`src/design/dfc_pkg.sv`:
```
// Shared types and constants for the double / 48-bit float converter.
package dfc_pkg;

   // Class of an item as it moves down the pipeline
   typedef enum logic [2:0] {
      CLS_NORMAL,
      CLS_ZERO,
      CLS_SAT_POS,
      CLS_SAT_NEG,
      CLS_FLUSH
   } cls_type;

   localparam int MANT_W = 41;

   // Double exponent field of infinity and NaN
   localparam logic [10:0] EXP_SPECIAL = 11'h7FF;
   // Biased double exponent range that fits the 7-bit exponent field
   localparam logic [11:0] EXP_MIN = 12'd958;
   localparam logic [11:0] EXP_MAX = 12'd1085;
   // Offset from (top bit + 48-bit exponent field) to the double exponent
   localparam logic [10:0] REV_BIAS = 11'd919;
   // Shift that puts the top mantissa bit on the hidden bit
   localparam logic [5:0] SHIFT_BASE = 6'd52;

   localparam logic [63:0] POS_MAX_WORD = 64'h0000_FEFF_FFFF_FFFF;
   localparam logic [63:0] NEG_MAX_WORD = 64'h0000_FF00_0000_0000;
   localparam logic [63:0] ZERO_WORD = 64'h0000_8000_0000_0000;

   // Payload after unpack and round / negate
   typedef struct packed {
      logic              kind;
      logic              neg;
      cls_type           cls;
      logic [10:0]       bexp;
      logic [6:0]        xfield;
      logic [MANT_W-1:0] mag;
   } s1_type;

   // Payload after range check / leading-one search
   typedef struct packed {
      logic              kind;
      logic              neg;
      cls_type           cls;
      logic [6:0]        xfield;
      logic [5:0]        top;
      logic [10:0]       bexp;
      logic [MANT_W-1:0] mag;
   } s2_type;

endpackage

```
`src/design/dfc_unpack.sv`:
```
// First stage: field unpack, class decode and the shared round / negate adder.
module dfc_unpack (
   input  logic           clock,
   input  logic           reset,
   input  logic           adv,
   input  logic           in_valid,
   input  logic           in_kind,
   input  logic [63:0]    in_value,
   output logic           valid_ff,
   output dfc_pkg::s1_type data_ff
);
   import dfc_pkg::*;

   logic              valid_in;
   s1_type            data_in;
   logic              neg;
   logic [10:0]       bexp;
   logic [51:0]       frac;
   logic [MANT_W-1:0] m;
   logic [MANT_W-1:0] add_a;
   logic              inv;
   logic              cin;

   assign neg  = in_value[63];
   assign bexp = in_value[62:52];
   assign frac = in_value[51:0];
   assign m    = in_value[MANT_W-1:0];

   // Pick adder operands: round-up for forward, two's complement magnitude for reverse
   always_comb begin
      if (in_kind) begin
         add_a = m;
         inv   = m[MANT_W-1];
         cin   = m[MANT_W-1];
      end else begin
         add_a = {2'b01, frac[51:13]};
         inv   = 1'b0;
         cin   = frac[12];
      end
   end

   // Classify and build the stage payload
   always_comb begin
      data_in.kind   = in_kind;
      data_in.bexp   = bexp;
      data_in.xfield = in_value[47:41];
      data_in.mag    = (add_a ^ {MANT_W{inv}}) + {{(MANT_W-1){1'b0}}, cin};
      if (in_kind) begin
         data_in.neg = m[MANT_W-1];
         data_in.cls = (m == '0) ? CLS_ZERO : CLS_NORMAL;
      end else begin
         data_in.neg = neg;
         if (bexp == EXP_SPECIAL) begin
            data_in.cls = ((frac != '0) || !neg) ? CLS_SAT_POS : CLS_SAT_NEG;
         end else if (bexp == '0) begin
            // denormals always lie below the smallest exponent
            data_in.cls = (frac == '0) ? CLS_ZERO : CLS_FLUSH;
         end else begin
            data_in.cls = CLS_NORMAL;
         end
      end
   end

   assign valid_in = in_valid;

   // Advance the stage
   always_ff @(posedge clock) begin
      if (reset) begin
         valid_ff <= 1'b0;
      end else if (adv) begin
         valid_ff <= valid_in;
      end
   end

   always_ff @(posedge clock) begin
      if (adv) begin
         data_ff <= data_in;
      end
   end

endmodule

```
`src/design/dfc_range.sv`:
```
// Second stage: rounding carry, exponent range check and leading-one search.
module dfc_range (
   input  logic           clock,
   input  logic           reset,
   input  logic           adv,
   input  logic           in_valid,
   input  dfc_pkg::s1_type in_data,
   output logic           valid_ff,
   output dfc_pkg::s2_type data_ff
);
   import dfc_pkg::*;

   s2_type      data_in;
   logic        carry;
   logic [11:0] be;
   logic [11:0] xdiff;

   function automatic logic [5:0] top_bit(input logic [MANT_W-1:0] v);
      logic [5:0] p;
      p = '0;
      for (int i = 0; i < MANT_W; i++) begin
         if (v[i]) begin
            p = 6'(i);
         end
      end
      return p;
   endfunction

   assign carry = in_data.mag[MANT_W-1];
   assign be    = {1'b0, in_data.bexp} + {11'b0, carry};
   assign xdiff = be - EXP_MIN;

   // Renormalize a rounding carry and check the exponent range
   always_comb begin
      data_in.kind   = in_data.kind;
      data_in.neg    = in_data.neg;
      data_in.cls    = in_data.cls;
      data_in.top    = top_bit(in_data.mag);
      data_in.bexp   = 11'({5'b0, data_in.top} + {4'b0, in_data.xfield} + REV_BIAS);
      data_in.xfield = xdiff[6:0];
      data_in.mag    = in_data.mag;
      if (!in_data.kind) begin
         if (carry) begin
            data_in.mag = {2'b01, {(MANT_W-2){1'b0}}};
         end
         if (in_data.cls == CLS_NORMAL) begin
            if (be < EXP_MIN) begin
               data_in.cls = CLS_FLUSH;
            end else if (be > EXP_MAX) begin
               data_in.cls = in_data.neg ? CLS_SAT_NEG : CLS_SAT_POS;
            end
         end
      end
   end

   // Advance the stage
   always_ff @(posedge clock) begin
      if (reset) begin
         valid_ff <= 1'b0;
      end else if (adv) begin
         valid_ff <= in_valid;
      end
   end

   always_ff @(posedge clock) begin
      if (adv) begin
         data_ff <= data_in;
      end
   end

endmodule

```
`src/design/dfc_pack.sv`:
```
// Third stage: normalizing shift, mantissa sign and result assembly.
module dfc_pack (
   input  logic           clock,
   input  logic           reset,
   input  logic           adv,
   input  logic           in_valid,
   input  dfc_pkg::s2_type in_data,
   output logic           valid_ff,
   output logic [63:0]    result_ff,
   output logic           saturated_ff,
   output logic           flushed_ff
);
   import dfc_pkg::*;

   logic [63:0]       result_in;
   logic              saturated_in;
   logic              flushed_in;
   logic [5:0]        sh;
   logic [52:0]       wide;
   logic [MANT_W-1:0] mant;

   assign sh   = SHIFT_BASE - in_data.top;
   assign wide = {12'b0, in_data.mag} << sh;
   assign mant = in_data.neg ? (~{1'b0, in_data.mag[MANT_W-2:0]} + 41'd1)
                             : {1'b0, in_data.mag[MANT_W-2:0]};

   // Assemble the result word
   always_comb begin
      result_in    = '0;
      saturated_in = 1'b0;
      flushed_in   = 1'b0;
      if (in_data.kind) begin
         if (in_data.cls != CLS_ZERO) begin
            result_in = {in_data.neg, in_data.bexp, wide[51:0]};
         end
      end else begin
         unique case (in_data.cls)
            CLS_NORMAL:  result_in = {16'b0, in_data.xfield, mant};
            CLS_ZERO:    result_in = ZERO_WORD;
            CLS_SAT_POS: begin
               result_in    = POS_MAX_WORD;
               saturated_in = 1'b1;
            end
            CLS_SAT_NEG: begin
               result_in    = NEG_MAX_WORD;
               saturated_in = 1'b1;
            end
            CLS_FLUSH:   flushed_in = 1'b1;
            default:     result_in = '0;
         endcase
      end
   end

   // Hold the result until taken
   always_ff @(posedge clock) begin
      if (reset) begin
         valid_ff <= 1'b0;
      end else if (adv) begin
         valid_ff <= in_valid;
      end
   end

   always_ff @(posedge clock) begin
      if (adv) begin
         result_ff    <= result_in;
         saturated_ff <= saturated_in;
         flushed_ff   <= flushed_in;
      end
   end

endmodule

```
`src/design/double_float48_converter_core.sv`:
```
// Top level of the double / 48-bit float converter pipeline.
//
// Usage:
//   req_kind selects the direction: 0 turns IEEE double bits in req_value into
//   a 48-bit word (7-bit exponent biased by 64, 41-bit two's complement
//   mantissa rounded half-up), 1 expands the 48-bit word in req_value[47:0]
//   into exact double bits. Each item gives one result on rsp_result with
//   rsp_saturated (overflow, infinity, NaN) and rsp_flushed (tiny input).
// Timing:
//   Three register stages (unpack and round, range check and leading-one
//   search, shift and assemble); an accepted item passes through all three
//   in that order to rsp_result. One item per cycle is accepted at full
//   rate while rsp_stall is low, since each stage refills as it drains.
// Reset:
//   A synchronous reset empties all stages; no result is valid afterwards.
// Stall:
//   When rsp_stall holds a result, stages behind it keep filling bubbles;
//   req_stall rises only when all three stages hold items.
module double_float48_converter_core (
   input  logic        clock,
   input  logic        reset,
   input  logic        req_valid,
   output logic        req_stall,
   input  logic        req_kind,
   input  logic [63:0] req_value,
   output logic        rsp_valid,
   input  logic        rsp_stall,
   output logic [63:0] rsp_result,
   output logic        rsp_saturated,
   output logic        rsp_flushed
);
   import dfc_pkg::*;

   logic   s1_valid;
   logic   s2_valid;
   s1_type s1_data;
   s2_type s2_data;
   logic   adv1;
   logic   adv2;
   logic   adv3;

   // Advance a stage when it is empty or the stage after it moves
   assign adv3      = !rsp_valid || !rsp_stall;
   assign adv2      = !s2_valid || adv3;
   assign adv1      = !s1_valid || adv2;
   assign req_stall = !adv1;

   dfc_unpack u_unpack (
      .clock    (clock),
      .reset    (reset),
      .adv      (adv1),
      .in_valid (req_valid),
      .in_kind  (req_kind),
      .in_value (req_value),
      .valid_ff (s1_valid),
      .data_ff  (s1_data)
   );

   dfc_range u_range (
      .clock    (clock),
      .reset    (reset),
      .adv      (adv2),
      .in_valid (s1_valid),
      .in_data  (s1_data),
      .valid_ff (s2_valid),
      .data_ff  (s2_data)
   );

   dfc_pack u_pack (
      .clock        (clock),
      .reset        (reset),
      .adv          (adv3),
      .in_valid     (s2_valid),
      .in_data      (s2_data),
      .valid_ff     (rsp_valid),
      .result_ff    (rsp_result),
      .saturated_ff (rsp_saturated),
      .flushed_ff   (rsp_flushed)
   );

   // Saturation and flush never come together
   assert property (@(posedge clock) disable iff (reset)
      rsp_valid |-> !(rsp_saturated && rsp_flushed))
      else $error("saturated and flushed both set");

   // A flushed item gives the all-zero word
   assert property (@(posedge clock) disable iff (reset)
      rsp_valid && rsp_flushed |-> rsp_result == 64'd0)
      else $error("flushed result not zero");

   // A saturated item gives one of the two extreme words
   assert property (@(posedge clock) disable iff (reset)
      rsp_valid && rsp_saturated |-> rsp_result == POS_MAX_WORD || rsp_result == NEG_MAX_WORD)
      else $error("saturated result not an extreme");

   // Input stalls only when every stage is full and the output is held
   assert property (@(posedge clock) disable iff (reset)
      req_stall |-> s1_valid && s2_valid && rsp_valid && rsp_stall)
      else $error("input stalled with room in the pipeline");

endmodule
```
`config.mk`:
```
export PLATFORM = sky130hd
export DESIGN_NAME = double_float48_converter_core
export DESIGN_NICKNAME = d
export VERILOG_FILES = /design/src/design/dfc_pkg.sv /design/src/design/dfc_unpack.sv /design/src/design/dfc_range.sv /design/src/design/dfc_pack.sv /design/src/design/double_float48_converter_core.sv
export SDC_FILE = /design/constraint.sdc
export NUM_CORES = 1
export LEC_CHECK = 0
export BUFFER_PORTS_ARGS = -buffer_cell sky130_fd_sc_hd__clkbuf_2
export CORE_UTILIZATION = 60
export CTS_CLUSTER_DIAMETER = 80
export DETAILED_ROUTE_END_ITERATION = 12
export PLACE_DENSITY = 0.81
export SLEW_MARGIN = 15
export SYNTH_ARGS = -nofsm -noshare
export SYNTH_HDL_FRONTEND = slang
export SYNTH_SLANG_ARGS = --single-unit
```
`constraint.sdc`:
```
create_clock -name clock -period 6.2 [get_ports clock]
set_clock_uncertainty 0.2 [all_clocks]
set_input_delay 0.62 -clock clock [delete_from_list [all_inputs] [get_ports clock]]
set_output_delay 0.62 -clock clock [all_outputs]
set_load 0.01 [all_outputs]
```
* Yosys cells after proc, flatten, opt, wreduce, memory -nomap -nowiden
Cells that the tools add are included.
** Word-level totals
- Bits of input ports :: 69
- Word-level logic and storage cells :: 116
- ROM bits :: 0
- Memory bits (writable) :: 0
- Bits in registers :: 203
- Output and inout bits :: 68
- Bits in latches :: 0
- Memories :: 0
** Cells by class
- Eq/ne operators :: 6
- Reduce and logical (&&, ||, !) cells :: 17
- Add/sub/neg operators :: 7
- $lt $le $gt $ge :: 2
- Multiply operators :: 0
- Shift operators :: 1
- Divide/modulo/power cells :: 0
- Multiplexer cells :: 62
- Bitwise logic cells :: 2
** Operators with widths (count)
- one-hot mux 48 bit (4 select lines) :: 1
- 2-to-1 mux 64 bit :: 2
- 2-to-1 mux 41 bit :: 3
- 2-to-1 mux 5 bit :: 16
- 2-to-1 mux 6 bit :: 9
- logical NOT 52 bit :: 1
- nonzero test 52 bit :: 1
- left shift 41 x 6 -> 52 bit :: 1
- adder 41 x 1 -> 41 bit :: 1
- adder 41 x 1 -> 41 bit, second input constant :: 1
- logical NOT 41 bit :: 1
- inverter 40 -> 41 bit :: 1
- bitwise XOR 41 bit :: 1
- 2-to-1 mux 40 bit :: 1
- 2-to-1 mux 4 bit :: 9
- 2-to-1 mux 3 bit :: 11
- adder 11 x 1 -> 12 bit :: 1
- > comparator 12 x 11 -> 1 bit, second input constant :: 1
- < comparator 12 x 10 -> 1 bit, second input constant :: 1
- adder 11 x 10 -> 11 bit, second input constant :: 1
- == test 11 bit, second input constant :: 1
- logical NOT 11 bit :: 1
- adder 6 x 7 -> 8 bit :: 1
- 2-to-1 mux 1 bit :: 8
- other kinds (11) :: 22

* Depth between registers and ports, before layout
Gate-level depths: netlist (run 1).
- Depth in word-level cells :: 42
- Mapped depth :: 16
- Mapped depth without buffers :: 14

* Modules after synthesis
From an unflattened synthesis (run 1), not the netlist that was laid out.
** Unflattened totals
- Cells, all modules :: 1540
- Area, all modules :: 15064.4 um^2
** Modules (own cells, without submodules)
- dfc_pack :: times used 1, area an instance 6663.9 um^2, sequential area each 2001.9 um^2, cells an instance 730
- dfc_unpack :: times used 1, area an instance 4631.9 um^2, sequential area each 1941.9 um^2, cells an instance 477
- dfc_range :: times used 1, area an instance 3744.8 um^2, sequential area each 2122.0 um^2, cells an instance 329
- double_float48_converter_core :: times used 1, area an instance 23.8 um^2, sequential area each 0.0 um^2, cells an instance 4

* Worst setup path after synthesis (run 1)
OpenSTA, ideal clock, no wires.
- Kind :: input to register
- Start :: input req_value[40]
- End :: register u_unpack.data_ff[23] (netlist bit) (data pin)
- Library setup time :: 0.262 ns
- Cell stages on the path :: 16
- Arrival :: 3.165 ns
- Required time :: 5.738 ns
- Path buffers :: 7
- Slack :: 2.573 ns
- Path through :: buf_6 buf_8 buf_6 buf_2 buf_2 buf_4 xnor2_1 a21oi_1 ha_1 o21ai_0 a21oi_1 nand4_2 nor4_4 buf_6 nand3_1 xor2_1
** RTL lines
- start: declaration :: RTL line double_float48_converter_core.sv:25 : input logic [63:0] req_value,
- end signal: assignment :: RTL line dfc_unpack.sv:77 : data_ff <= data_in;
- end: declaration :: RTL line dfc_unpack.sv:10 : output dfc_pkg::s1_type data_ff

* Worst setup path after layout (run 1)
- Start :: register u_range.data_ff[52] (netlist bit)
- End :: register u_pack.result_ff[45] (data pin)
** Between the ends
- Longest elaborated chain between the ends :: 4
** Ends and longest elaborated chain
- start: declaration :: RTL line dfc_range.sv:9 : output dfc_pkg::s2_type data_ff
- start signal: assignment :: RTL line dfc_range.sv:67 : data_ff <= data_in;
- subtractor 6 bit :: RTL line dfc_pack.sv:22 : assign sh = SHIFT_BASE - in_data.top;
- left shift 41 x 6 -> 52 bit :: RTL line dfc_pack.sv:23 : assign wide = {12'b0, in_data.mag} << sh;
- 2-to-1 mux 64 bit :: RTL line dfc_pack.sv:33 : if (in_data.cls != CLS_ZERO) begin
- 2-to-1 mux 64 bit :: RTL line dfc_pack.sv:32 : if (in_data.kind) begin
- net u_pack.result_in[45] :: RTL line dfc_pack.sv:15 : logic [63:0] result_in;
- end signal: assignment :: RTL line dfc_pack.sv:65 : result_ff <= result_in;
- end: declaration :: RTL line dfc_pack.sv:9 : output logic [63:0] result_ff,
The timed path passes the listed nets, and every way through them passes these cells.
A chain may end at the register's enable or synchronous reset.

==> impl_metrics.ini, run 1 <==
[critical_path]
path_delay_family = compound AO/OA/AOI/OAI gates
critical_path_class = flip-flop to flip-flop
worst_ep_required_time_ns = 6.24
cp.arrival_ns = 4.12
cpMostUsedCell = a21oi_1
crit_fanout = 45
startpoint = u_range.data_ff[52]$_DFFE_PP_
timing.rr.start = u_range.data_ff[52]$_DFFE_PP_
crit_chain = buf_4 -> inv_1 -> ha_1 -> xnor2_4 -> nor3_1 -> a21oi_1 -> a21oi_1 -> a221oi_1 -> o21ai_0
crit_path_end_kind = flip-flop
cp.buffers_inverters = 2
cp_slowest_stage_delay_ns = 0.78
crit_path_top_delay_cell = xnor2_4
start_kind = flip-flop

[synth]
seq_area_frac_synth_pct = 41.8
synth_cells = 1417
ys_types = 82
synth_area_leader_cell = edfxtp_1
netlist_area_mm2 = 0.0145
synth_nets = 1501
synth_area_leaders = edfxtp_1 41%, xnor2_1 5.1%, a21oi_1 3.8%
synth_edf_count = 200
synth_flop_cell = edfxtp_1
async_flop_share_pct = 0
synth_area_per_cell_um2 = 10.2
yosysWarnings = 0
synth-seq-cells = 203
netlist.area_leader.share_pct = 41.4

[route]
drt_iter0_markers = 1086
vias_per_cell = 6.63
vias = 12200
drtPass1Iterations = 5
postRouteAntennaNets = 0
wl_per_cell_um = 23.8
finalWirelength_um = 43600
drcViolationCount = 0

[sta]
finalSetupTns_ns = 0
post-route-period-util_pct = 65.8
drv_slew = 0
fmax_ghz = 0.245
rsz0062_at_grt = no
tightest_slew_ns = 1.04
finalCriticalPeriod_ns = 4.08
hold_viol_final = 0
relSlewSlack_pct = 30.3
setup_violations = 0

[layout]
diodes = 0
fin_area_mm2 = 0.0160
drive_gt1_share_pct = 16.8
synthToLayoutAreaGrowth_pct = 10.4
final_util_pct = 67.9
final_cells = 1835
final_nets = 1585

[floorplan]
core_area_mm2 = 0.0236
num_rows = 56
dieArea_mm2 = 0.0248
initial_utilization_pct = 61.5
io_pins = 137
fp.dieW_um = 158
die_h_um = 158

[global_route]
grt_max_degree = 73
antenna_found_initial = 0
grt_pass1_vias = 10900
grt_pass1_wl_um = 65600
grt-ovfl-total = 0
grtUsageTotal_pct = 35.6

[cts]
post_cts_resized = 0
cts_setup_buffers = 0
clockRootBuffer = clkbuf_16
tritoncts = yes
cts_sinks = 203
numCtsBuffers = 22
clock_path_buffers = 3
h-tree-depth = 1
ctsHoldBuffers = 0
clk_latency_ns = 0.51
clk_pin_slew_ns = 0.06

[hold_path]
hp-class = input pin to flip-flop
hp-start = reset

[status]
status = complete, no violations

[flow_run]
cap_violations = 0

[pwr]
irDropWorstVdd_uv = 206
p_leak_nw = 5.95
power_density_mw_per_mm2 = 269

[placed_design]
placed_cell_area_mm2 = 0.0153
gp_congestion = 1.04
port_buffers = 136
dp_hpwl_um = 32800
placed_cells = 1796
==> registers in the layout (all words and copies together), names as in the netlist <==
signal / flops
u_pack.flushed_ff: 1
u_pack.result_ff: 64
u_pack.saturated_ff: 1
u_pack.valid_ff: 1
u_range.data_ff: 70
u_range.valid_ff: 1
u_unpack.data_ff: 64
u_unpack.valid_ff: 1
==> cell usage in the layout (no fill, tap or decap), types with 23 or more instances in the layout <==
cell and instances:
nand3_1 41, xor2_1 41, inv_1 35, nand2_1 96, o21ai_0 55, a21oi_1 111, nor2_1 96, and2_1 60
clkbuf_2 136, xnor2_1 83, clkbuf_16 23, edfxtp_1 200, nand4_1 25, mux4_2 23, nor3_1 43, nor4_1 31
mux2i_1 39
==> synthesized netlist by cell type, types with 12 or more instances <==
cell,n
ha_1,14
nand2b_1,16
a21oi_1,111
clkbuf_1,51
nand3_1,41
o21ai_0,55
nor2b_1,12
nand4_1,25
and2_1,60
mux4_2,23
xnor2_1,85
nor4_1,31
mux2i_1,39
nand2_1,98
mux2_2,18
and3_1,13
nor3_1,43
inv_1,36
edfxtp_1,200
xor2_1,43
buf_2,20
nor2_1,97
o211ai_1,20
o31ai_1,17
mux4_1,16
==> layout make-up <==
cell class / instances / area [µm²]
clock buffer: 28 / 594
clock inverter: 11 / 118
timing repair buffer: 155 / 823
multi-input combinational: 1082 / 7880
sequential: 203 / 6070
fill: 1822 / 7590
tap: 319 / 399
inverter: 37 / 139
==> through the flow <==
step	total power, mW	setup slack (ns)	hold WS, ns
after floorplan	2.60	2.57	0.226
after global placement	3.00	2.14	0.238
after detailed placement	3.01	2.16	0.238
after CTS	4.29	2.14	0.0851
after global routing	4.47	1.87	0.108
final	4.31	2.12	0.0975
==> where the power goes <==
part / switching [mW] / internal [mW]
clock: 0.519 / 0.765
combinational: 0.665 / 0.466
sequential: 0.172 / 1.72
==> logic make-up (layout without fill, tap and decap cells) <==
group / after synthesis / count (layout) / share of synthesized area, %
AND/OR/NAND/NOR: 523 / 523 / 20.1
AO/OA/AOI/OAI: 320 / 320 / 14.2
flip-flops: 203 / 203 / 41.8
buffers and inverters: 132 / 231 / 4.34
XOR/XNOR: 128 / 128 / 7.72
multiplexers: 96 / 96 / 10.5
adder cells (fa/ha/maj): 15 / 15 / 1.34
==> worst paths after layout <==
kind,end,slack [ns],cells past startpoint
setup reg to reg,u_pack.result_ff[45]$_DFFE_PP_,2.12,9
hold / removal,u_range.valid_ff$_SDFFE_PP0P_,0.1,2
hold reg to reg,u_range.data_ff[68]$_DFFE_PP_,0.25,0
setup / recovery,u_pack.result_ff[45]$_DFFE_PP_,2.12,9
==> layer usage <==
metal  vias to the layer above  part of all wire, %  GRT usage, %
met5                         -                    0             0
met4                         0                  5.5          17.2
met3                       157                  8.5          5.59
met2                       707                   47          58.3
met1                      5713                   39          46.0
li1                       5584                    -             -
Note: power is estimated with default switching activity, not from simulation.
==> run 2: changes to the inputs <==
Clock period 6.2 ns to 3.8 ns, I/O delays scaled along.
==> run 2 against run 1 <==
  * Worst hold slack better by 0.059 ns
  * Design area is 3.1% higher
  * Via count is 2.3% higher
  * Sequential power is 62% higher
  * Register-to-register slack worse by 2.0 ns
  * Critical endpoint is now u_range.data_ff[49]$_DFFE_PP_
  * Highest routed layer unchanged
  * Combinational power is 72% higher
==> impl_metrics.ini, run 2 (synthesis results as in run 1) <==
[status]
status = complete, no violations

[layout]
final_common_cell = edfxtp_1
final_util_pct = 70.0
fillers = 1752
largest_reg_flops = 70
regMostFlops = u_range.data_ff
drive_gt1_share_pct = 18.9
layout_common_cells = 200 x edfxtp_1, 136 x clkbuf_2, 106 x a21oi_1, 97 x nor2_1, 96 x nand2_1
regArea_mm2 = 0.00607
synthToLayoutAreaGrowth_pct = 13.8
final_nets = 1643
diodes = 0
reg.largest.list = u_range.data_ff x70, u_pack.result_ff x64, u_unpack.data_ff x64
multi_input_area_mm2 = 0.00791

[route]
drtPass1Iterations = 6
vias = 12400
finalWirelength_um = 42400
drt_iter0_markers = 1213
wl_per_cell_um = 22.4
postRouteAntennaNets = 0
vias_per_cell = 6.58
drcViolationCount = 0

[sta]
tightest_slew_ns = 1.06
drv_slew = 0
hold_viol_final = 0
post-route-period-util_pct = 96.0
setup_ws_ns = 0.150
fmax_ghz = 0.274
rsz0062_at_grt = no
relSlewSlack_pct = 29.5
finalCriticalPeriod_ns = 3.65
setup_violations = 0

[pwr]
pwr-share-comb_pct = 28.1
power.internal_mw = 4.71
p_leak_nw = 6.20
sw_frac_of_total_pct = 31.6
power_density_mw_per_mm2 = 416
p_seq_share_pct = 44.5
pwr-share-clk_pct = 27.4
irDropWorstVdd_uv = 333
switchingPower_mw = 2.17

[global_route]
grt_pass1_vias = 11500
grt_max_degree = 45
grt-ovfl-total = 0
antenna_found_initial = 0
grtUsageTotal_pct = 34.5
grt_pass1_wl_um = 64600

[cts]
clk_latency_ns = 0.51
clk_pin_slew_ns = 0.06
cts_sinks = 203
cts_setup_buffers = 0
numCtsBuffers = 21
clockRootBuffer = clkbuf_16
tritoncts = yes
clock_path_buffers = 3
h-tree-depth = 1

[critical_path]
crit_fanout = 5
cp.arrival_ns = 3.67
cpMostUsedCell = a21oi_2
cp_slowest_stage_delay_ns = 0.56
start_kind = flip-flop
worst_ep_required_time_ns = 3.82
crit_path_end_kind = flip-flop
crit_chain = or4_1 -> o21ai_2 -> a21oi_1 -> o41ai_2 -> nand3_1 -> a21oi_2 -> ha_1 -> a21o_1 -> a21oi_2 -> o21bai_1 -> a21oi_2 -> xnor2_2 -> a21oi_1
crit_path_top_delay_cell = or4_1
critical_path_class = flip-flop to flip-flop

[floorplan]
dieArea_mm2 = 0.0248
die_h_um = 158
num_rows = 56
core_area_mm2 = 0.0236
io_pins = 137
fp.dieW_um = 158
initial_utilization_pct = 61.5

[placed_design]
port_buffers = 136
gp_congestion = 1.10
dp_slack_ns = -0.169
dp_hpwl_um = 32400

[hold_path]
hp-class = input pin to flip-flop

[flow_run]
cap_violations = 0
run 2: cell types whose count changed in the layout (fill, tap and decap cells not counted), moves of 3 or more:
| cell | delta |
|---|---|
| buf_4 | +32 |
| dlygate4sd3_1 | +22 |
| a21oi_1 | -5 |
| a21oi_2 | +5 |
| buf_12 | +5 |
| inv_6 | -3 |
run 2: area by class of cell:
class,count,area share (%)
repair buffers,214,8.38
well taps,319,2.42
multi-input cells,1082,47.9
inverters,37,0.841
clock inverters,11,0.500
flip-flops and latches,203,36.7
clock buffers,25,3.27
run 2: timing repair:
action                     CTS  global route
hold endpoints to repair    22             0
pin swaps                    0             1
gates cloned                 0             0
resized for setup            5             5
hold buffers                22             0
setup endpoints to repair    5             5
run 2: path summary, 6_finish.rpt:
path | from | endpoint | slack, ns | depth (start not counted)
worst max-delay path | u_unpack.data_ff[11]$_DFFE_PN_ | u_range.data_ff[49]$_DFFE_PP_ | 0.15 | 13
worst min-delay path | req_value[51] | u_unpack.data_ff[38]$_DFFE_PN_ | 0.16 | 3
worst max register to register | u_unpack.data_ff[11]$_DFFE_PN_ | u_range.data_ff[49]$_DFFE_PP_ | 0.15 | 13
worst min register to register | u_unpack.data_ff[62]$_DFFE_PN_ | u_range.data_ff[68]$_DFFE_PP_ | 0.26 | 0
run 2: power by group through the flow:
| stage | Clock (mW) | Combinational [mW] | Sequential (mW) |
|---|---|---|---|
| after floorplan | 0 | 1.18 | 3.06 |
| after global placement | 0 | 1.84 | 3.07 |
| after detailed placement | 0 | 1.86 | 3.09 |
| after CTS | 1.91 | 1.89 | 3.05 |
| after global routing | 1.99 | 2.07 | 3.09 |
| final | 1.88 | 1.94 | 3.06 |
run 2: metrics by stage:
stage	cell area, µm²	hold WS (ns)	cells	TNS (ns)	power (mW)
global route	16500	0.192	1891	0	7.15
floorplan	14500	0.226	1417	0	4.24
CTS	16500	0.141	1891	0	6.84
detailed placement	15600	0.248	1833	-0.554	4.95
global placement	15600	0.236	1833	0	4.91
finish	16500	0.157	1891	0	6.88
run 2: critical path: cells and delay by family (launching register included):
family,cells,cell delay (ns)
AO/OA/AOI/OAI,9,1.61
XOR/XNOR,1,0.18
flip-flops,1,0.38
adder cells (fa/ha/maj),1,0.31
AND/OR/NAND/NOR,2,0.69
run 2: per-layer routing:
metal  wire length, µm  track usage (%)  up-vias  part of all wire [%]
met1             16800             43.8     5836                    40
met2             19700             57.1      721                    46
met4              2710             18.7        0                   6.4
li1                  -                -     5711                     -
met3              3170             4.90      176                   7.5
met5                 0                0        -                     0
